**src/design/fast16_corner_detector_top_macros.svh**
```systemverilog
// Assertion macros shared by the corner detector RTL.
// Depends on a clock named clock and an active-high reset named reset in scope.
`ifndef FAST16_CORNER_DETECTOR_TOP_MACROS_SVH
`define FAST16_CORNER_DETECTOR_TOP_MACROS_SVH

// Condition holds at every edge outside reset.
`define F16CD_ASSERT_ALWAYS(label, cond, msg) \
   label: assert property (@(posedge clock) disable iff (reset) (cond)) else $error(msg);

// Antecedent implies consequent in the same cycle.
`define F16CD_ASSERT_IMPLY(label, ante, cons, msg) \
   label: assert property (@(posedge clock) disable iff (reset) (ante) |-> (cons)) \
      else $error(msg);

// Antecedent implies consequent in the next cycle.
`define F16CD_ASSERT_NEXT(label, ante, cons, msg) \
   label: assert property (@(posedge clock) disable iff (reset) (ante) |=> (cons)) \
      else $error(msg);

`endif

```
**src/design/f16cd_pkg.sv**
```systemverilog
// Shared types, constants and helper functions of the FAST-16 corner detector.
// No dependencies; imported by every module of the block but f16cd_ram.
package f16cd_pkg;

   localparam int MAX_WIDTH     = 2048;
   localparam int CIRCLE_POINTS = 16;
   localparam int WIN           = 7;
   localparam int RADIUS        = 3;
   localparam int WIN_LAST      = WIN - 1;
   localparam int LINE_ROWS     = WIN - 1;

   localparam int PIX_W        = 8;
   localparam int ROW_W        = 12;
   localparam int CENTER_COL_W = 11;
   localparam int CFG_W        = 12;
   localparam int MARGIN_W     = 8;
   localparam int ARC_W        = 5;
   localparam int CSR_IDX_W    = 2;
   localparam int COL_W        = $clog2(MAX_WIDTH);
   localparam int CMP_W        = (COL_W + 1 > CFG_W) ? COL_W + 1 : CFG_W;
   localparam int RMOD_W       = $clog2(LINE_ROWS);
   localparam int CIRC_IDX_W   = $clog2(CIRCLE_POINTS);
   localparam int RUN_LEVELS   = $clog2(CIRCLE_POINTS) + 1;

   localparam int MID_DEPTH = 8;
   localparam int MID_PTR_W = $clog2(MID_DEPTH);
   localparam int CREDIT_W  = $clog2(MID_DEPTH + 1);
   localparam int OUT_DEPTH = 2;
   localparam int OUT_PTR_W = $clog2(OUT_DEPTH);

   localparam logic [CFG_W-1:0]    RESET_IMAGE_WIDTH  = CFG_W'(640);
   localparam logic [CFG_W-1:0]    RESET_IMAGE_HEIGHT = CFG_W'(480);
   localparam logic [MARGIN_W-1:0] RESET_MARGIN       = MARGIN_W'(20);
   localparam logic [ARC_W-1:0]    RESET_ARC_LENGTH   = ARC_W'(9);

   localparam int CIRCLE_DR [CIRCLE_POINTS] =
      '{3, 3, 2, 1, 0, -1, -2, -3, -3, -3, -2, -1, 0, 1, 2, 3};
   localparam int CIRCLE_DC [CIRCLE_POINTS] =
      '{0, 1, 2, 3, 3, 3, 2, 1, 0, -1, -2, -3, -3, -3, -2, -1};

   typedef enum logic [CSR_IDX_W-1:0] {
      CSR_IMAGE_WIDTH,
      CSR_IMAGE_HEIGHT,
      CSR_BRIGHTNESS_MARGIN,
      CSR_ARC_LENGTH
   } csr_index_type;

   typedef logic [PIX_W-1:0]         pixel_type;
   typedef logic [CIRCLE_POINTS-1:0] mask_type;

   typedef struct packed {
      logic [CMP_W-1:0]    width;
      logic [ROW_W-1:0]    height;
      logic [MARGIN_W-1:0] margin;
   } front_cfg_type;

   typedef struct packed {
      logic [ROW_W-1:0]        row;
      logic [CENTER_COL_W-1:0] col;
      mask_type                bright;
      mask_type                dark;
      logic                    last;
   } cand_type;

   typedef struct packed {
      logic [ROW_W-1:0]        row;
      logic [CENTER_COL_W-1:0] col;
      logic                    corner;
      logic                    last;
   } result_type;

   function automatic logic [RMOD_W-1:0] mod6_add(input logic [RMOD_W-1:0] base,
                                                  input int step);
      logic [RMOD_W:0] sum;
      sum = {1'b0, base} + (RMOD_W + 1)'(step);
      if (sum >= (RMOD_W + 1)'(LINE_ROWS)) begin
         sum = sum - (RMOD_W + 1)'(LINE_ROWS);
      end
      return sum[RMOD_W-1:0];
   endfunction

   function automatic mask_type rotr_mask(input mask_type m, input int sh);
      return (m >> sh) | (m << (CIRCLE_POINTS - sh));
   endfunction

   // Bit k-1 set when the mask holds a circular run of at least k ones.
   function automatic mask_type run_hits(input mask_type m);
      mask_type pw [RUN_LEVELS];
      mask_type acc;
      mask_type hits;
      int       off;
      pw[0] = m;
      for (int b = 1; b < RUN_LEVELS; b++) begin
         pw[b] = pw[b-1] & rotr_mask(pw[b-1], 1 << (b - 1));
      end
      for (int k = 1; k <= CIRCLE_POINTS; k++) begin
         acc = '1;
         off = 0;
         for (int b = 0; b < RUN_LEVELS; b++) begin
            if (((k >> b) & 1) != 0) begin
               acc = acc & rotr_mask(pw[b], off);
               off = off + (1 << b);
            end
         end
         hits[k-1] = |acc;
      end
      return hits;
   endfunction

endpackage

```
**src/design/f16cd_mid_queue.sv**
```systemverilog
// Middle queue of candidate transactions between front end and back end.
// Depends on f16cd_pkg; space is guaranteed by the front-end credit counter.
`include "fast16_corner_detector_top_macros.svh"

module f16cd_mid_queue
   import f16cd_pkg::*;
(
   input  logic     clock,
   input  logic     reset,
   input  logic     push,
   input  cand_type push_data,
   input  logic     pop,
   output logic     empty,
   output cand_type head
);

   cand_type             entry_ff [MID_DEPTH];
   logic [MID_PTR_W-1:0] wr_ptr_ff;
   logic [MID_PTR_W-1:0] rd_ptr_ff;
   logic [MID_PTR_W:0]   count_ff, count_in;

   always_comb begin
      count_in = count_ff;
      if (push && !pop) begin
         count_in = count_ff + 1'b1;
      end else if (pop && !push) begin
         count_in = count_ff - 1'b1;
      end
   end

   always_ff @(posedge clock) begin
      if (reset) begin
         wr_ptr_ff <= '0;
         rd_ptr_ff <= '0;
         count_ff  <= '0;
      end else begin
         if (push) begin
            wr_ptr_ff <= wr_ptr_ff + 1'b1;
         end
         if (pop) begin
            rd_ptr_ff <= rd_ptr_ff + 1'b1;
         end
         count_ff <= count_in;
      end
   end

   always_ff @(posedge clock) begin
      if (push) begin
         entry_ff[wr_ptr_ff] <= push_data;
      end
   end

   assign empty = (count_ff == '0);
   assign head  = entry_ff[rd_ptr_ff];

   `F16CD_ASSERT_IMPLY(a_mid_no_overflow, push && !pop,
      count_ff < (MID_PTR_W + 1)'(MID_DEPTH), "middle queue overflow")
   `F16CD_ASSERT_IMPLY(a_mid_no_underflow, pop, !empty, "middle queue underflow")

endmodule

```
**config.mk**
```make
export PLATFORM = sky130hd
export DESIGN_NAME = f16cd_mid_queue
export DESIGN_NICKNAME = d
export VERILOG_FILES = /design/src/design/f16cd_pkg.sv /design/src/design/f16cd_mid_queue.sv
export VERILOG_INCLUDE_DIRS = /design/src /design/src/design
export SDC_FILE = /design/constraint.sdc
export NUM_CORES = 1
export LEC_CHECK = 0
export ABC_AREA = 1
export BUFFER_PORTS_ARGS = -buffer_cell sky130_fd_sc_hd__buf_2
export CAP_MARGIN = 0
export CORE_MARGIN = 2
export CORE_UTILIZATION = 50
export DETAILED_ROUTE_END_ITERATION = 10
export GPL_ROUTABILITY_DRIVEN = 1
export HOLD_SLACK_MARGIN = 0.1
export PLACE_DENSITY = 0.7
export RECOVER_POWER = 25
export SLEW_MARGIN = 30
export SYNTH_ARGS = -nofsm -noshare
export SYNTH_HDL_FRONTEND = slang
export SYNTH_SLANG_ARGS = --single-unit
```
**constraint.sdc**
```tcl
create_clock -name clock -period 3.3 [get_ports clock]
set_input_delay 0 -clock clock [delete_from_list [all_inputs] [get_ports clock]]
set_output_delay 0 -clock clock [all_outputs]
set_load 0.01 [all_outputs]
```
## Word level (Yosys, flattened, before mapping)

Memories as Yosys holds them, arrays and structs flattened. A register that Yosys moved wholly into a read port is not among the register bits.
Cells that the tools add are included.

- Multiplexer cells: 6
- Add/subtract/negate cells: 4
- Reduce and logical (&&, ||, !) cells: 6

Operators by type and width:

| kind | count |
|---|---|
| $mux W4 | 2 |
| $add A3 B1 Y3 const B | 2 |
| $mux W3 | 2 |
| $add A4 B1 Y4 const B | 1 |
| $logic_not A4 Y1 | 1 |
| $sub A4 B1 Y4 const B | 1 |
| $logic_and A1 B1 Y1 | 2 |
| $logic_not A1 Y1 | 2 |
| $mux W1 | 2 |
| $reduce_bool A2 Y1 | 1 |

- Flip-flop bits (word level): 10
- Logic and storage cells: 20
- Memories kept: 1
- Memory bits (writable): 448
- Output and inout port bits: 57
- Input port bits: 60

Memories:

| name | words | bits a word | read ports | clocked after Yosys merged registers in | write ports | line | source |
|---|---|---|---|---|---|---|---|
| entry_ff | 8 | 56 | 1 | 1 | 1 | f16cd_mid_queue.sv:17 | `cand_type entry_ff [MID_DEPTH];` |

## Logic depth before layout (Yosys ltp)

- Word-level depth: 4
- Gate-level depth with buffers: 11

## Worst setup path after synthesis

No wires, ideal clock.

- Kind: reg-to-reg
- Start point: reg wr_ptr_ff[0]
- End point: mem entry_ff[0][0] in the netlist's numbering, enable pin
- Data required time: 2.830 ns
- Data arrival time: 3.004 ns
- Path slack: -0.174 ns
- Buffers on the path: 0
- Setup time: 0.470 ns
- Stages on the path, launching flop included: 3
- Clock period less this slack: 3.474 ns
- Cells stage by stage: dfxtp_1 or2_2 nor2_1

RTL lines:

| element | line | source |
|---|---|---|
| start, declared | f16cd_mid_queue.sv:18 | `logic [MID_PTR_W-1:0] wr_ptr_ff;` |
| start signal, assigned | f16cd_mid_queue.sv:38 | `wr_ptr_ff <= wr_ptr_ff + 1'b1;` |
| end, declared | f16cd_mid_queue.sv:17 |  |

Straight into the memory's write port.

==> flow_summary.yaml <==
synth:
  yosysUniqueCellTypes: 25
  synth_xor_area_share_pct: 0.142
  synth_common_cells: "nor2_1 (464), edfxtp_1 (448), nand2_1 (299), o21ai_1 (164), o21ai_0 (61)"
  syn_inst: 1573
  synthSimpleGateAreaFrac_pct: 15.7
  synthArstFlopShare_pct: 0
  synth-edff-count: 448
  yosysMostFrequentCell: "nor2_1"
  ys_seq_area_share_pct: 74.1
  synthesis.area_um2: 18500
  synth_top_area_share_pct: 72.7
  synthAdderAreaFrac_pct: 0.446
  synth.mux.area_fraction_pct: 0
  yosysTopAreaCell: "edfxtp_1"
  synth_top_family_by_area: "simple AND/OR/NAND/NOR gates"
  syn_avg_cell_area_um2: 11.8
  synth_flop_cell: "edfxtp_1"
  synth_nets: 1639
  synth_compound_area_share_pct: 6.29
  ys_warn_count: 0
  synth_area_leaders: "edfxtp_1 (73%), nor2_1 (9.4%), nand2_1 (6.1%)"
  synth_seq_cells: 461
routing:
  wl_per_cell_um: 18.1
  vias_per_cell: 5.26
  drc: 0
  via_count: 11780
  drt_first_pass_iters: 5
  routed_wl_um: 40500
  drt_iter0_drc: 913
  postRouteAntennaNets: 0
floorplanning:
  initial_core_util_pct: 50.6
  die_h_um: 196
  io_pins: 117
  dieArea_um2: 38500
  rows: 70
  die_x_um: 196
  fp.coreArea_um2: 36500
power_and_ir_drop:
  ir_drop_uv: 433
  total_leakage_power_nw: 7.88
  power_density_nw_per_um2: 606
worst_hold_path:
  hold_end: "entry_ff[6][43]$_DFFE_PP_"
  holdPathStages: 2
  min-delay-start: "push_data[43]"
  hp-class: "in -> reg"
clock_tree:
  clock_path_buffers: 3
  cts_resized: 0
  root_buffer: "clkbuf_16"
  clkLatencyLatePin_ns: 0.58
  post_cts_buffers: 0
  path_clk_slew_ns: 0.06
  htree_num_levels: 2
  cts_tree: "done"
  cts_hold_buf: 60
  cts_made_buffers: 47
  cts_sinks: 461
setup_path:
  cp.required_ns: 3.30
  cp_max_fo: 39
  reg2regPathDepth: 3
  r2r_end: "entry_ff[7][32]$_DFFE_PP_"
  cp-end-kind: "primary output"
  critPathMaxStageDelay_ns: 0.65
  startpoint_type: "flip-flop"
  cp_slowest_cell: "clkinv_2"
  rrSetupSlack_ns: 1.24
  critical-path-top-delay-family: "buffers and inverters"
  worstSetupPathType: "reg -> out"
  worstPathArrival_ns: 2.93
  crit_chain: "clkinv_2, buf_4, nor2_1, o21ai_1, nand2_1, nand2_1, nand2_1, buf_2"
  crit_top_cell: "nand2_1"
  rr_startpoint: "wr_ptr_ff[0]$_SDFFE_PP0P_"
  path_buf_inv: 3
global_route:
  antenna_found_initial: 7
  grt_pass1_vias: 11590
  grt_pass1_wl_um: 63200
  grt_max_degree: 225
  gr-usage-all-layers_pct: 21.3
  grt_overflow: 0
sta:
  rsz0062_at_grt: "false"
  drv_slew: 0
  worst_pin_slew_ns: 0.915
  fin_crit_ns: 2.93
  fin_skew_ns: 0.0208
  setup_viol: 0
  fmax_mhz: 342
  hold_viol_final: 0
  maxSlewHeadroom_pct: 39.0
  period_share_pct: 88.7
placement:
  portBuffers: 116
  hpwl_um: 20100
  gp_congestion: 0.729
  dpl_cell_area_um2: 19500
final_layout:
  nNetsFinal: 1800
  finish.utilization_pct: 59.1
  area_growth_pct: 16.6
  fillers: 2874
  drive_gt1_share_pct: 10.6
  final_cell_area_um2: 21600
status:
  status: "complete, no violations"
flow_run:
  cap_violations: 0
-- cells in the final DEF, fill, tap and decap left out, types with 3 or more instances in the layout --
master,instances
buf_12,11
o21ai_0,61
bufinv_16,4
dlygate4sd3_1,60
clkinv_1,8
a21oi_1,6
clkinv_2,10
nor2_4,8
nand2_1,299
nand3_1,3
nor2_1,456
edfxtp_1,448
clkbuf_1,46
inv_1,10
ha_1,5
clkbuf_16,47
buf_2,82
buf_4,10
dfxtp_1,10
o21ai_1,164
-- per-layer routing --
layer,wire length [um],global-route usage (%)
met1,17900,29.1
met2,19100,35.1
met3,2720,3.80
met4,770,6.71
met5,38,0
-- stage by stage --
step           power [mW]  setup TNS (ns)  hold slack [ns]  std cells  setup WS [ns]
2_1_floorplan        7.59          -39.04           0.0989       1573         -0.174
3_3_place_gp         8.00               0            0.264       2092          0.989
3_5_place_dp         8.03               0            0.264       2092          0.958
4_1_cts              13.2               0            0.198       2238          0.346
5_1_grt              13.6               0            0.281       2241          0.190
6_report             13.1               0            0.261       2241          0.373
-- worst reg2reg max path, stage by stage, from the launching register on --
cell     delay, ns
dfxtp_1       0.37
nand2_1       0.26
nor2_4        0.63
buf_4         0.47
-- report_power, final --
part           leakage, nW  total [mW]  switching [mW]  internal [mW]
Sequential            4.18        6.61          0.0479           6.57
Clock                0.723        5.11            2.15           2.97
Combinational         2.97        1.35           0.895          0.452
-- worst max path at each step --
stage | from | endpoint | slack [ns] | cells after the start
2_1_floorplan | wr_ptr_ff[0]$_SDFFE_PP0P_ | entry_ff[0][0]$_DFFE_PP_ | -0.17 | 2
3_3_place_gp | flip-flop | head[42] | 0.99 | 8
3_5_place_dp | flip-flop | head[42] | 0.96 | 8
4_1_cts | flip-flop | head[42] | 0.35 | 8
5_1_grt | flip-flop | head[3] | 0.19 | 8
6_report | flip-flop | head[42] | 0.37 | 8
-- state kept, by name (all words and copies together), names as in the netlist, named ones only --
name / count
count_ff: 4
entry_ff: 448
rd_ptr_ff: 3
wr_ptr_ff: 3
-- layout make-up --
| class | instances | area (um^2) | share of cell area [%] |
|---|---|---|---|
| diodes | 2 | 5.00 | 0.0232 |
| clock buffers | 60 | 1230 | 5.73 |
| clock inverters | 26 | 251 | 1.17 |
| inverters | 13 | 55.1 | 0.255 |
| multi-input cells | 1012 | 4240 | 19.7 |
| flip-flops and latches | 461 | 13700 | 63.6 |
| well taps | 468 | 586 | 2.71 |
| repair buffers | 199 | 1470 | 6.83 |
-- kinds of logic after synthesis --
logic type / after synthesis
xor gates and xnor gates: 3
buffers and inverters: 100
DFF: 461
AOI/OAI and AO/OA: 232
and+or+nand+nor: 771
adders and majority gates: 6
No activity file was read; power rests on OpenSTA's default activity.
