`src/design/fast16_corner_detector_top_macros.svh`:
```
// Assertion macros shared by the corner detector RTL.
// Depends on a clock named clock and an active-high reset named reset in scope.
`ifndef FAST16_CORNER_DETECTOR_TOP_MACROS_SVH
`define FAST16_CORNER_DETECTOR_TOP_MACROS_SVH

// Condition holds at every edge outside reset.
`define F16CD_ASSERT_ALWAYS(label, cond, msg) \
   label: assert property (@(posedge clock) disable iff (reset) (cond)) else $error(msg);

// Antecedent implies consequent in the same cycle.
`define F16CD_ASSERT_IMPLY(label, ante, cons, msg) \
   label: assert property (@(posedge clock) disable iff (reset) (ante) |-> (cons)) \
      else $error(msg);

// Antecedent implies consequent in the next cycle.
`define F16CD_ASSERT_NEXT(label, ante, cons, msg) \
   label: assert property (@(posedge clock) disable iff (reset) (ante) |=> (cons)) \
      else $error(msg);

`endif

```
`src/design/f16cd_pkg.sv`:
```
// Shared types, constants and helper functions of the FAST-16 corner detector.
// No dependencies; imported by every module of the block but f16cd_ram.
package f16cd_pkg;

   localparam int MAX_WIDTH     = 2048;
   localparam int CIRCLE_POINTS = 16;
   localparam int WIN           = 7;
   localparam int RADIUS        = 3;
   localparam int WIN_LAST      = WIN - 1;
   localparam int LINE_ROWS     = WIN - 1;

   localparam int PIX_W        = 8;
   localparam int ROW_W        = 12;
   localparam int CENTER_COL_W = 11;
   localparam int CFG_W        = 12;
   localparam int MARGIN_W     = 8;
   localparam int ARC_W        = 5;
   localparam int CSR_IDX_W    = 2;
   localparam int COL_W        = $clog2(MAX_WIDTH);
   localparam int CMP_W        = (COL_W + 1 > CFG_W) ? COL_W + 1 : CFG_W;
   localparam int RMOD_W       = $clog2(LINE_ROWS);
   localparam int CIRC_IDX_W   = $clog2(CIRCLE_POINTS);
   localparam int RUN_LEVELS   = $clog2(CIRCLE_POINTS) + 1;

   localparam int MID_DEPTH = 8;
   localparam int MID_PTR_W = $clog2(MID_DEPTH);
   localparam int CREDIT_W  = $clog2(MID_DEPTH + 1);
   localparam int OUT_DEPTH = 2;
   localparam int OUT_PTR_W = $clog2(OUT_DEPTH);

   localparam logic [CFG_W-1:0]    RESET_IMAGE_WIDTH  = CFG_W'(640);
   localparam logic [CFG_W-1:0]    RESET_IMAGE_HEIGHT = CFG_W'(480);
   localparam logic [MARGIN_W-1:0] RESET_MARGIN       = MARGIN_W'(20);
   localparam logic [ARC_W-1:0]    RESET_ARC_LENGTH   = ARC_W'(9);

   localparam int CIRCLE_DR [CIRCLE_POINTS] =
      '{3, 3, 2, 1, 0, -1, -2, -3, -3, -3, -2, -1, 0, 1, 2, 3};
   localparam int CIRCLE_DC [CIRCLE_POINTS] =
      '{0, 1, 2, 3, 3, 3, 2, 1, 0, -1, -2, -3, -3, -3, -2, -1};

   typedef enum logic [CSR_IDX_W-1:0] {
      CSR_IMAGE_WIDTH,
      CSR_IMAGE_HEIGHT,
      CSR_BRIGHTNESS_MARGIN,
      CSR_ARC_LENGTH
   } csr_index_type;

   typedef logic [PIX_W-1:0]         pixel_type;
   typedef logic [CIRCLE_POINTS-1:0] mask_type;

   typedef struct packed {
      logic [CMP_W-1:0]    width;
      logic [ROW_W-1:0]    height;
      logic [MARGIN_W-1:0] margin;
   } front_cfg_type;

   typedef struct packed {
      logic [ROW_W-1:0]        row;
      logic [CENTER_COL_W-1:0] col;
      mask_type                bright;
      mask_type                dark;
      logic                    last;
   } cand_type;

   typedef struct packed {
      logic [ROW_W-1:0]        row;
      logic [CENTER_COL_W-1:0] col;
      logic                    corner;
      logic                    last;
   } result_type;

   function automatic logic [RMOD_W-1:0] mod6_add(input logic [RMOD_W-1:0] base,
                                                  input int step);
      logic [RMOD_W:0] sum;
      sum = {1'b0, base} + (RMOD_W + 1)'(step);
      if (sum >= (RMOD_W + 1)'(LINE_ROWS)) begin
         sum = sum - (RMOD_W + 1)'(LINE_ROWS);
      end
      return sum[RMOD_W-1:0];
   endfunction

   function automatic mask_type rotr_mask(input mask_type m, input int sh);
      return (m >> sh) | (m << (CIRCLE_POINTS - sh));
   endfunction

   // Bit k-1 set when the mask holds a circular run of at least k ones.
   function automatic mask_type run_hits(input mask_type m);
      mask_type pw [RUN_LEVELS];
      mask_type acc;
      mask_type hits;
      int       off;
      pw[0] = m;
      for (int b = 1; b < RUN_LEVELS; b++) begin
         pw[b] = pw[b-1] & rotr_mask(pw[b-1], 1 << (b - 1));
      end
      for (int k = 1; k <= CIRCLE_POINTS; k++) begin
         acc = '1;
         off = 0;
         for (int b = 0; b < RUN_LEVELS; b++) begin
            if (((k >> b) & 1) != 0) begin
               acc = acc & rotr_mask(pw[b], off);
               off = off + (1 << b);
            end
         end
         hits[k-1] = |acc;
      end
      return hits;
   endfunction

endpackage

```
`src/design/f16cd_back.sv`:
```
// Back end: circular run test on candidate masks and the result output queue.
// Depends on f16cd_pkg; drains the middle queue as output space allows.
module f16cd_back
   import f16cd_pkg::*;
(
   input  logic             clock,
   input  logic             reset,
   input  logic [ARC_W-1:0] arc_length,
   input  logic             head_valid,
   input  cand_type         head,
   output logic             head_pop,
   input  logic             pop,
   output logic             empty,
   output result_type       result
);

   result_type           entry_ff [OUT_DEPTH];
   result_type           res_in;
   logic [OUT_PTR_W-1:0] wr_ptr_ff;
   logic [OUT_PTR_W-1:0] rd_ptr_ff;
   logic [OUT_PTR_W:0]   count_ff, count_in;
   mask_type             bright_hits;
   mask_type             dark_hits;
   logic [CIRC_IDX_W-1:0] arc_idx;
   logic                 corner;
   logic                 pop_ok;
   logic                 space;

   always_comb begin
      bright_hits = run_hits(head.bright);
      dark_hits   = run_hits(head.dark);
      arc_idx     = CIRC_IDX_W'(arc_length - ARC_W'(1));
      if (arc_length == '0) begin
         corner = 1'b1;
      end else if (arc_length > ARC_W'(CIRCLE_POINTS)) begin
         corner = 1'b0;
      end else begin
         corner = bright_hits[arc_idx] || dark_hits[arc_idx];
      end
      res_in.row    = head.row;
      res_in.col    = head.col;
      res_in.corner = corner;
      res_in.last   = head.last;
   end

   assign pop_ok   = pop && !empty;
   assign space    = (count_ff != (OUT_PTR_W + 1)'(OUT_DEPTH)) || pop_ok;
   assign head_pop = head_valid && space;

   always_comb begin
      count_in = count_ff;
      if (head_pop && !pop_ok) begin
         count_in = count_ff + 1'b1;
      end else if (pop_ok && !head_pop) begin
         count_in = count_ff - 1'b1;
      end
   end

   always_ff @(posedge clock) begin
      if (reset) begin
         wr_ptr_ff <= '0;
         rd_ptr_ff <= '0;
         count_ff  <= '0;
      end else begin
         if (head_pop) begin
            wr_ptr_ff <= wr_ptr_ff + 1'b1;
         end
         if (pop_ok) begin
            rd_ptr_ff <= rd_ptr_ff + 1'b1;
         end
         count_ff <= count_in;
      end
   end

   always_ff @(posedge clock) begin
      if (head_pop) begin
         entry_ff[wr_ptr_ff] <= res_in;
      end
   end

   assign empty  = (count_ff == '0);
   assign result = entry_ff[rd_ptr_ff];

endmodule
```
`config.mk`:
```
export PLATFORM = sky130hd
export DESIGN_NAME = f16cd_back
export DESIGN_NICKNAME = d
export VERILOG_FILES = /design/src/design/fast16_corner_detector_top_macros.svh /design/src/design/f16cd_pkg.sv /design/src/design/f16cd_back.sv
export SDC_FILE = /design/constraint.sdc
export NUM_CORES = 1
export LEC_CHECK = 0
export ABC_AREA = 1
export ABC_CLOCK_PERIOD_IN_PS = 7000
export BUFFER_PORTS_ARGS = -buffer_cell sky130_fd_sc_hd__buf_2
export CAP_MARGIN = 20
export CELL_PAD_IN_SITES_DETAIL_PLACEMENT = 1
export CELL_PAD_IN_SITES_GLOBAL_PLACEMENT = 1
export CORE_MARGIN = 1.5
export CORE_UTILIZATION = 45
export DETAILED_ROUTE_END_ITERATION = 16
export GPL_ROUTABILITY_DRIVEN = 0
export PLACE_DENSITY = 0.91
export SYNTH_ARGS = -nofsm -noshare
export SYNTH_HDL_FRONTEND = slang
export SYNTH_SLANG_ARGS = --single-unit
```
`constraint.sdc`:
```
create_clock -name clock -period 7 [get_ports clock]
set_clock_uncertainty 0.2 [all_clocks]
set_input_delay 0.7 -clock clock [delete_from_list [all_inputs] [get_ports clock]]
set_output_delay 0.7 -clock clock [all_outputs]
set_load 0.01 [all_outputs]
```
After elaboration in Yosys (flattened, before gate mapping)
Memory sizes are Yosys's and may differ from the RTL's. A register that Yosys moved wholly into a read port is not among the register bits. Index checks and enable logic that the tools add are counted.

Reductions and logical operators: 44. $lt $le $gt $ge: 2. Multiplexer cells: 12. Bitwise logic cells: 60. Equality and inequality tests: 1. $add $sub $neg: 5.

Operator list (number): $reduce_or A16 Y1 (32); $and A16 B16 Y16 (30); $or A15 B16 Y16 (8); $or A14 B16 Y16 (6); $or A12 B16 Y16 (4); $or A13 B16 Y16 (4); $or A10 B16 Y16 (2); $or A11 B16 Y16 (2); $or A8 B16 Y16 (2); $or A9 B16 Y16 (2); $bmux W1 S4 (2); $mux W1 (8); $gt A5 B5 Y1 const B (1); $logic_not A5 Y1 (1); $lt A4 B5 Y1 const B (1); $logic_and A1 B1 Y1 (4); $mux W2 (2); $sub A4 B1 Y4 const B (1); $logic_not A1 Y1 (3); $add A1 B1 Y1 const B (2); $add A2 B1 Y2 const B (1); $logic_not A2 Y1 (1); $logic_or A1 B1 Y1 (2); $ne A2 B2 Y1 const B (1); other kinds (2) (2).

Input port bits: 65. Memory bits (writable): 50. Output and inout bits: 27. Logic and storage cells: 128. Flip-flop bits (word level): 4. Memories: 1.

Memories: entry_ff (depth 2, width 25, rd ports 1, clocked after Yosys merged registers in 1, wr ports 1, line f16cd_back.sv:17) `result_type entry_ff [OUT_DEPTH];`.

Logic depth before layout (Yosys ltp)
Gate-level depths: netlist of the first run.

Depth in word-level cells: 14. Depth in mapped cells: 19. Gate-level depth less buffers: 18.

Least setup slack after synthesis of the first run
Ideal clock, no wire load.

Path type: input port to flip-flop. Start: input pop. End: memory entry_ff[1][0] (netlist name) (enable). Setup time: 408 ps. Buffers on the path: 0. Cell stages on the path: 4. Slack: 4417 ps. Data required time: 6392 ps. Arrival: 1975 ps. Path through: inv_1 -> nand3_1 -> nand2_1 -> nor2_1.

Word-level cells in the longest chain between the ends: 5.

RTL lines: start: declaration (line f16cd_back.sv:12) `input logic pop,`; $logic_and A1 B1 Y1 (line f16cd_back.sv:46) `assign pop_ok = pop && !empty;`; $logic_or A1 B1 Y1 (line f16cd_back.sv:47) `assign space = (count_ff != (OUT_PTR_W + 1)'(OUT_DEPTH)) || pop_ok;`; $logic_and A1 B1 Y1 (line f16cd_back.sv:48) `assign head_pop = head_valid && space;`; $mux W1 (line f16cd_back.sv:76) `if (head_pop) begin`; $mux W1 (not written as such) (line f16cd_back.sv:77) `entry_ff[wr_ptr_ff] <= res_in;`; end: declaration (line f16cd_back.sv:17).

Every way passes these cells.

Worst setup path after layout of the first run
Start: input arc_length[0]. End: memory entry_ff[1][1] (netlist name) (data pin).

Word-level cells in the longest chain between the ends: 6. Elaborated cells between the ends (all ways): 10. Classes of those cells: add/sub: 1; order compare: 1; mux: 6; reduce/logical: 2.

RTL lines: start: declaration (line f16cd_back.sv:8) `input logic [ARC_W-1:0] arc_length,`; $sub A4 B1 Y4 (line f16cd_back.sv:32) `arc_idx = CIRC_IDX_W'(arc_length - ARC_W'(1));`; $bmux W1 S4 (line f16cd_back.sv:38) `corner = bright_hits[arc_idx] || dark_hits[arc_idx];`; $mux W1 (not written as such) (line f16cd_back.sv:38); $logic_or A1 B1 Y1 (line f16cd_back.sv:38); $mux W1 (line f16cd_back.sv:35) `end else if (arc_length > ARC_W'(CIRCLE_POINTS)) begin`; $mux W1 * (line f16cd_back.sv:33) `if (arc_length == '0) begin`; named net corner (line f16cd_back.sv:25) `logic corner;`.

The timed path passes the listed nets; every way through them passes the cells marked *. The select of a mux whose other input is x is not followed.

==> impl_metrics.yaml, run 1 <==
worst_setup_path:
  crit_top_cell: "nand2_1"
  path_class: "input port to flip-flop"
  cp.arrival_ps: 3120
  crit_path_start: "arc_length[0]"
  required_ps: 6960
  cp-start-kind: "input port"
  path_max_fanout: 17
  critPathSlowestCell: "inv_1"
  slowest_delay_ps: 430
  r2r-start: "count_ff[0]"
  path_cells: "buf_2 > inv_1 > ha_1 > xnor2_1 > inv_1 > a21oi_1 > nand2_1 > nand2_1 > a21oi_1 > a21oi_1 > nand2_1 > nand2_1"
  endpoint_kind: "flip-flop"
placement:
  placedCellCount: 1266
  place_ws_ps: 3720
  dp_hpwl_um: 22600
  io_buffers: 91
timing:
  fin_setup_tns_ps: 0
  relSlewSlack_pct: 41.7
  grt_setup_unrepaired: "no"
  setup_viol: 0
  finalHoldViolations: 0
  setup_slack_ps: 3840
  fin_crit_sh_pct: 45.2
  max_freq_mhz: 316
  drv_slew: 0
  fin_crit_ps: 3160
  tightestPinTransition_ps: 871
worst_hold_path:
  min-delay-start: "wr_ptr_ff"
  hold_class: "flip-flop to flip-flop"
finish:
  multi_input_area_sq_um: 4260
  area_growth_pct: 11.9
  diodes: 0
  fill_cells: 1968
  final_common_cell: "nand2_1"
  fin_util_pct: 51.6
  final_cell_mix: "nand2_1 (258), nor2_1 (193), nand3_1 (103)"
  regArea_sq_um: 1600
  post_route_cells_drive_above_1_share_pct: 20.6
  fin_cells: 1275
  nets: 1162
power_and_ir_drop:
  power.density_cell_area_nw_per_um2: 142
  leakage_uw: 0.00339
  vdd_drop_max_mv: 0.153
  finalPower_uw: 1020
global_route:
  antenna_found_initial: 0
  gr-total-overflow: 0
  grt_use_total_pct: 39.1
  grt_pass1_vias: 8066
  grt_max_degree: 26
  grt_pass1_wl_um: 44500
synth:
  synth_area_leaders: "edfxtp_1 (23%), nand2_1 (15%), nor2_1 (11%), nand3_1 (8.1%), inv_1 (5.9%)"
  synth.avg_cell_area_sq_um: 6.34
  synth_top_cell_by_area: "edfxtp_1"
  ys_seq_area_share_pct: 25.0
  synth_top_area_share_pct: 23.5
  syn_area_sq_um: 6400
  synth-seq-cells: 55
  synthCells: 1010
  synth.distinct_cells: 38
  synthesis.nets: 1078
  synth_warnings: 0
floorplan:
  core_sq_um: 13900
  die_h_um: 122
  rows: 43
  die_x_um: 122
  die_area_sq_um: 14900
  io-pin-count: 92
  initial_core_util_pct: 46.1
drt:
  first_pass_iters: 6
  totalWireLength_um: 29200
  routed-via-count: 7994
  drc: 0
  ant_nets: 0
  via_per_inst: 6.27
  first_iter_violations: 857
  wl_per_cell_um: 22.9
clock_network:
  post_cts_buffers: 0
  clk_latency_ps: 290
  clk_pin_slew_worst_paths_ps: 70
  cts_resized: 0
  cts_buffer_depth: 2
  cts_sinks: 55
  cts_buffers: 5
  cts_tree: "built"
  cts.htree.levels: 2
  cts_hold_buf: 0
  root_buffer: "clkbuf_16"
run_status:
  status: "completed"
job:
  max_cap_violations: 0
## final cells by class
cell class | instances | share of cell area (%)
clock buffer | 5 | 1.75
clock inverter | 3 | 0.384
inverter | 115 | 6.02
multi-input combinational | 823 | 59.4
sequential | 55 | 22.4
tap | 180 | 3.14
timing repair buffer | 94 | 6.95
## cell usage after synthesis (all sizes together)
master,instances
nand2,298
nor2,234
inv,115
nand3,104
nand4,52
edfxtp,50
o21ai,41
mux2,25
nor3,19
a21oi,15
buf,13
o211ai,10
o22ai,8
dfxtp,5
nor4,5
clkbuf,4
ha,3
nor3b,2
a31oi,1
nand3b,1
o21a,1
o21bai,1
o31ai,1
xnor2,1
xor2,1
## final timing paths
path,end,slack [ps],cells after the start
max,entry_ff[1][1],3840,12
min,wr_ptr_ff,320,2
min reg2reg,wr_ptr_ff,320,2
max reg2reg,count_ff[1],5090,9
## metrics by stage
stage	instance area (sq um)	hold WS, ps
floorplan	6400	281
global placement	6990	309
detailed placement	6990	320
CTS	7140	330
global route	7170	376
finish	7170	323
## worst max-delay path: cells and delay by family
family | cells | cell delay, ps
compound gates | 3 | 420
xor+xnor | 1 | 260
fa+ha+maj | 1 | 370
buf+inv | 3 | 1000
simple gates | 4 | 360
## flip-flops by register name, summed over array words and instances, names as in the netlist, named ones only
| register | flops |
|---|---|
| count_ff | 2 |
| entry_ff | 50 |
| rd_ptr_ff | 1 |
| wr_ptr_ff | 1 |
## report_power, final
part           switching [uW]  leakage (uW)  internal [uW]
Combinational             237       0.00281            118
Clock                     119     0.0000719            136
Sequential               12.9      0.000510            394
Total                     368       0.00339            648
## kinds of logic (layout without fill, tap and decap cells)
group           after synthesis  count (layout)  share of synthesized area [%]
simple gates                715             715                           54.2
buf+inv                     132             217                           8.56
compound gates               78              78                           6.92
flops                        55              55                           25.0
mux                          25              25                           4.40
fa+ha+maj                     3               3                          0.586
xor+xnor                      2               2                          0.274
## metal layers
layer  routed length, um  part of all wire, %  track usage, %  up-vias
li1                    -                    -               -     3517
met1               10500                   36            47.6     3659
met2               13300                   45            64.1      624
met3                3300                   11            8.13      194
met4                2140                  7.3            22.3        0
met5                   0                    0               0        -
Note: power is estimated with default switching activity, not from simulation.
==> run 2: changes to the inputs <==
Settings changed: ABC_AREA 1 to 0, ABC_CLOCK_PERIOD_IN_PS 7000 to 3150, CORE_UTILIZATION 45 to 43, PLACE_DENSITY 0.91 to 0.85.
Clock period 7 ns to 3.15 ns, I/O delays scaled along.
==> run 2 against run 1 <==
Utilization shrank 0.27 points. Cell area shrank 8.5%. Largest power group is now combinational cells. Non-clock buffer count grew 45. Clock power grew to 2.7 times the previous value.
==> impl_metrics.yaml, run 2 <==
run_status:
  status: "completed"
timing:
  setup_viol: 0
  fin_setup_tns_ps: 0
  drv_slew: 0
  max_freq_mhz: 342
  hold-worst-slack_ps: 12.3
  relSlewSlack_pct: 49.4
  tightestPinTransition_ps: 740
  fin_crit_sh_pct: 92.8
  finalHoldViolations: 0
  fin_crit_ps: 2920
  grt_setup_unrepaired: "no"
finish:
  nets: 887
  fill_cells: 1625
  final_common_cell: "nor2_1"
  largest_register_ffs: 50
  multi_input_area_sq_um: 3670
  post_route_cells_drive_above_1_share_pct: 24.5
  reg_top3: "entry_ff (50), count_ff (2)"
  largest_register: "entry_ff"
  final_cell_mix: "nor2_1 (92), buf_2 (91), nand2_1 (65)"
  diodes: 0
  area_growth_pct: 14.9
  regArea_sq_um: 1600
power_and_ir_drop:
  power.density_cell_area_nw_per_um2: 394
  leakage_uw: 0.00223
  vdd_drop_max_mv: 0.218
floorplan:
  core_sq_um: 12800
  rows: 41
  io-pin-count: 92
  die_h_um: 118
  die_x_um: 118
  die_area_sq_um: 14000
  initial_core_util_pct: 44.7
clock_network:
  cts.htree.levels: 2
  cts_tree: "built"
  clk_pin_slew_worst_paths_ps: 70
  clk_latency_ps: 290
  cts_resized: 0
  root_buffer: "clkbuf_16"
  cts_sinks: 55
  cts_buffer_depth: 2
  cts_buffers: 5
global_route:
  antenna_found_initial: 0
  grt_pass1_wl_um: 39900
  grt_max_degree: 26
  gr-total-overflow: 0
  grt_pass1_vias: 7295
  grt_use_total_pct: 35.7
worst_setup_path:
  cp.buffers_inverters: 1
  regToRegSetupSlack_ps: 1020
  path_max_fanout: 15
  required_ps: 3090
  cp.arrival_ps: 2860
  r2r-start: "count_ff[0]"
  critPathSlowestCell: "nor2_1"
  crit_family: "simple AND/OR/NAND/NOR gates"
  cp-start-kind: "input port"
  endpoint_kind: "flip-flop"
  path_cells: "buf_2 > nand4_2 > nor2_1 > nor4_1 > nand4_1 > a22oi_1 > o221ai_1 > a211oi_1 > a2111o_1 > o21ai_2"
  slowest_delay_ps: 440
  path_class: "input port to flip-flop"
  rr_endpoint: "count_ff[1]"
  reg2reg_depth: 5
worst_hold_path:
  min-delay-start: "head[46]"
  hold-path-cell-count: 1
  hold_class: "input port to flip-flop"
  min_to: "entry_ff[1][15]"
synth:
  synth-seq-cells: 55
  synth.avg_cell_area_sq_um: 7.77
  ys_seq_area_share_pct: 28.1
  synthCells: 735
  synth_top_cell_by_area: "edfxtp_1"
  syn_area_sq_um: 5710
  synth-edff-count: 50
  synthesis.nets: 803
  yosys_most_used_dff: "edfxtp_1"
  synth_area_leaders: "edfxtp_1 (26%), nor2_1 (6.0%), a21oi_1 (5.4%), mux2_2 (4.9%), nand2_1 (4.3%)"
  synth_top_area_share_pct: 26.3
  ys_top_cells_by_count: "nor2_1 (92), nand2_1 (65), a21oi_1 (62)"
  synth.most_common_cell: "nor2_1"
  synth.distinct_cells: 68
  synth-async-reset-ratio_pct: 0
  synth_warnings: 0
drt:
  routed-via-count: 7426
  via_per_inst: 7.49
  first_pass_iters: 12
  wl_per_cell_um: 25.9
  ant_nets: 0
  first_iter_violations: 1487
  drc: 0
  totalWireLength_um: 25700
placement:
  io_buffers: 91
  dp_hpwl_um: 18900
job:
  max_cap_violations: 0
run 2: power by group:
group | leakage [uW] | switching, uW | total [uW] | internal (uW)
Sequential | 0.000510 | 34.7 | 939 | 905
Combinational | 0.00163 | 600 | 956 | 356
Clock | 0.0000900 | 234 | 688 | 455
run 2: how the worst max path moves through the flow:
stage	start	end	slack (ps)	depth (start not counted)
floorplan	count_ff[0]	entry_ff[0][0]	310	3
global placement	head[6]	entry_ff[0][1]	180	10
detailed placement	head[9]	entry_ff[1][1]	120	11
CTS	head[9]	entry_ff[1][1]	440	11
global route	head[15]	entry_ff[1][1]	210	9
finish	head[6]	entry_ff[1][1]	230	10
run 2: worst register-to-register path, delay by kind of cell (launching register included):
family / cells / cell delay, ps
compound gates: 2 / 640
flops: 1 / 430
simple gates: 2 / 430
fa+ha+maj: 1 / 370
run 2: cell families after synthesis:
family                   count (synthesis)  share of synthesized area [%]
AO/OA/AOI/OAI                          229                           25.6
XOR/XNOR                                 7                           1.07
adder cells (fa/ha/maj)                  5                           1.03
buffers and inverters                   73                           7.65
flip-flops                              55                           28.1
multiplexers                            25                           4.93
AND/OR/NAND/NOR                        341                           31.6
run 2: stage by stage:
stage	setup slack [ps]	instances	utilization, %	instance area (sq um)	total power, uW
5_1_grt	211	992	51.4	6560	2690
4_1_cts	437	992	51.4	6560	2580
3_3_place_gp	180	981	49.6	6340	1830
3_5_place_dp	117	981	49.6	6340	1870
6_report	228	992	51.4	6560	2580
2_1_floorplan	312	735	-	5710	1530
run 2: repair_timing:
| item | CTS | global route |
|---|---|---|
| setup buffers | 0 | 0 |
| endpoints found under the hold margin | 5 | 0 |
| endpoints found under the setup margin | 0 | 0 |
| hold buffers | 3 | 0 |
run 2: per-layer routing:
layer | GRT usage [%] | part of all wire [%] | vias to the layer above
li1 | - | - | 3056
met1 | 46.1 | 37 | 3401
met2 | 52.8 | 41 | 745
met3 | 10.3 | 15 | 224
met4 | 21.0 | 6.9 | 0
met5 | 0 | 0 | -
run 2: area by class of cell:
type	instances	share of cell area [%]
clock buffer	5	1.91
sequential	55	24.4
tap	172	3.28
inverter	11	0.629
multi-input combinational	607	56.0
clock inverter	3	1.03
timing repair buffer	139	12.7
==> run 3: changes to the inputs <==
Settings changed: CELL_PAD_IN_SITES_GLOBAL_PLACEMENT 1 to 2, CORE_UTILIZATION 43 to 34.
==> run 3 against run 2 <==
Highest routed layer unchanged. Maximum frequency fell by 6.3%. Sequential share of layout area is 0.32 points lower. Count of clock-buffer cells in the layout increased by 2. Clock power down 18%. Worst setup slack worse by 200 ps. Critical endpoint is now entry_ff[0][1].
==> impl_metrics.yaml, run 3 (synthesis gave the netlist of run 2 again) <==
run_status:
  status: "completed"
global_route:
  gr-total-overflow: 0
  grt_pass1_wl_um: 41600
  grt_pass1_vias: 7446
  grt_use_total_pct: 29.7
  grt_max_degree: 26
  antenna_found_initial: 0
drt:
  wl_per_cell_um: 25.7
  first_iter_violations: 1203
  routed-via-count: 7220
  first_pass_iters: 6
  totalWireLength_um: 26900
  ant_nets: 0
  drc: 0
  via_per_inst: 6.89
power_and_ir_drop:
  seqPwrFrac_pct: 38.1
  vdd_drop_max_mv: 0.364
  switchingPower_uw: 860
  leakage_uw: 0.00226
  internal_power_uw: 1600
  power.density_cell_area_nw_per_um2: 370
  combPwrFrac_pct: 39.0
  finalPower_uw: 2460
  p_clk_share_pct: 22.9
  p_sw_share_pct: 34.9
timing:
  grt_setup_unrepaired: "no"
  finalHoldViolations: 0
  hold-worst-slack_ps: 16.3
  fin_crit_ps: 3120
  setup_slack_ps: 31.7
  tightestPinTransition_ps: 687
  drv_slew: 0
  fin_crit_sh_pct: 99.0
  relSlewSlack_pct: 53.8
  max_freq_mhz: 321
  setup_viol: 0
finish:
  fill_cells: 2047
  post_route_cells_drive_above_1_share_pct: 25.8
  multi_input_area_sq_um: 3680
  fin_area_sq_um: 6650
  reg_top3: "entry_ff (50), count_ff (2)"
  diodes: 0
  area_growth_pct: 16.4
  final_common_cell: "nor2_1"
  regArea_sq_um: 1600
  largest_register: "entry_ff"
  final_cell_mix: "nor2_1 (92), buf_2 (91), nand2_1 (64)"
  nets: 895
  largest_register_ffs: 50
  fin_util_pct: 40.4
worst_hold_path:
  hold_class: "input port to flip-flop"
worst_setup_path:
  critPathSlowestCell: "nor3_1"
  path_class: "input port to flip-flop"
  crit_family: "compound AO/OA/AOI/OAI gates"
  path_cells: "buf_2 > nand4_1 > buf_4 > nor3_1 > o21ai_0 > o2111ai_1 > nor2_1 > o22ai_1 > a221oi_1 > a2111o_1 > o21ai_2"
  path_max_fanout: 12
  endpoint_kind: "flip-flop"
  cp.arrival_ps: 3050
  slowest_delay_ps: 490
  required_ps: 3090
  cp.buffers_inverters: 2
  cp-start-kind: "input port"
floorplan:
  core_sq_um: 16500
  rows: 47
  die_area_sq_um: 17600
  io-pin-count: 92
  die_h_um: 133
  die_x_um: 133
  initial_core_util_pct: 34.7
clock_network:
  cts_buffers: 5
  post_cts_buffers: 0
  cts_tree: "built"
  cts.htree.levels: 2
  cts_buffer_depth: 2
  cts_sinks: 55
  clk_latency_ps: 280
  root_buffer: "clkbuf_16"
  clk_pin_slew_worst_paths_ps: 70
placement:
  placed_area_sq_um: 6480
  io_buffers: 91
  place_ws_ps: 33.1
  dp_hpwl_um: 20000
job:
  max_cap_violations: 0
==> run 3: cell types whose count changed in the layout (fill, tap and decap cells not counted) <==
cell,before,now
nor3_1,37,36
nand2_2,4,5
dlygate4sd3_1,3,0
bufinv_16,2,0
nor3_2,0,1
clkbuf_8,0,2
nand2_1,65,64
buf_4,44,55
==> run 3: final timing paths <==
kind,depth (start not counted),start,slack [ps],endpoint
worst max-delay path,11,head[11],30,entry_ff[0][1]
worst min-delay path,1,head[43],20,entry_ff[0][12]
worst max register to register,5,count_ff[0],960,count_ff[1]
worst min register to register,2,rd_ptr_ff,310,rd_ptr_ff
==> run 3: area by class of cell <==
type / count / area share [%]
Clock buffer: 7 / 2.30
Clock inverter: 1 / 0.113
Inverter: 11 / 0.621
Multi-Input combinational cell: 607 / 55.4
Sequential cell: 55 / 24.1
Tap cell: 220 / 4.14
Timing Repair Buffer: 147 / 13.4
==> run 3: worst register-to-register path: cells and delay by family, from the launching register on <==
kind	cells	cell delay [ps]
and+or+nand+nor	2	430
DFF	1	410
adders and majority gates	1	380
AOI/OAI and AO/OA	2	700
==> run 3: power by group through the flow <==
stage / combinational [uW] / clock [uW] / sequential, uW
after floorplan: 590 / 0 / 945
after global placement: 914 / 0 / 946
after detailed placement: 937 / 0 / 956
after CTS: 948 / 579 / 940
after global routing: 1020 / 605 / 948
final: 961 / 563 / 938
==> run 3: routing by layer <==
layer | track usage (%) | vias up | part of all wire [%]
li1 | - | 3069 | -
met1 | 39.0 | 3370 | 40
met2 | 45.7 | 613 | 42
met3 | 6.90 | 168 | 12
met4 | 15.4 | 0 | 6.2
met5 | 0 | - | 0
==> run 3: repair_timing <==
item	in CTS	in global routing
hold endpoints to repair	0	0
endpoints found under the setup margin	0	2
hold buffers	0	0
gates resized for setup	0	2
==> run 3: through the flow <==
stage,cells,TNS [ps]
after floorplan,735,0
after global placement,1040,-38.6
after detailed placement,1040,0
after CTS,1048,0
after global routing,1048,0
final,1048,0
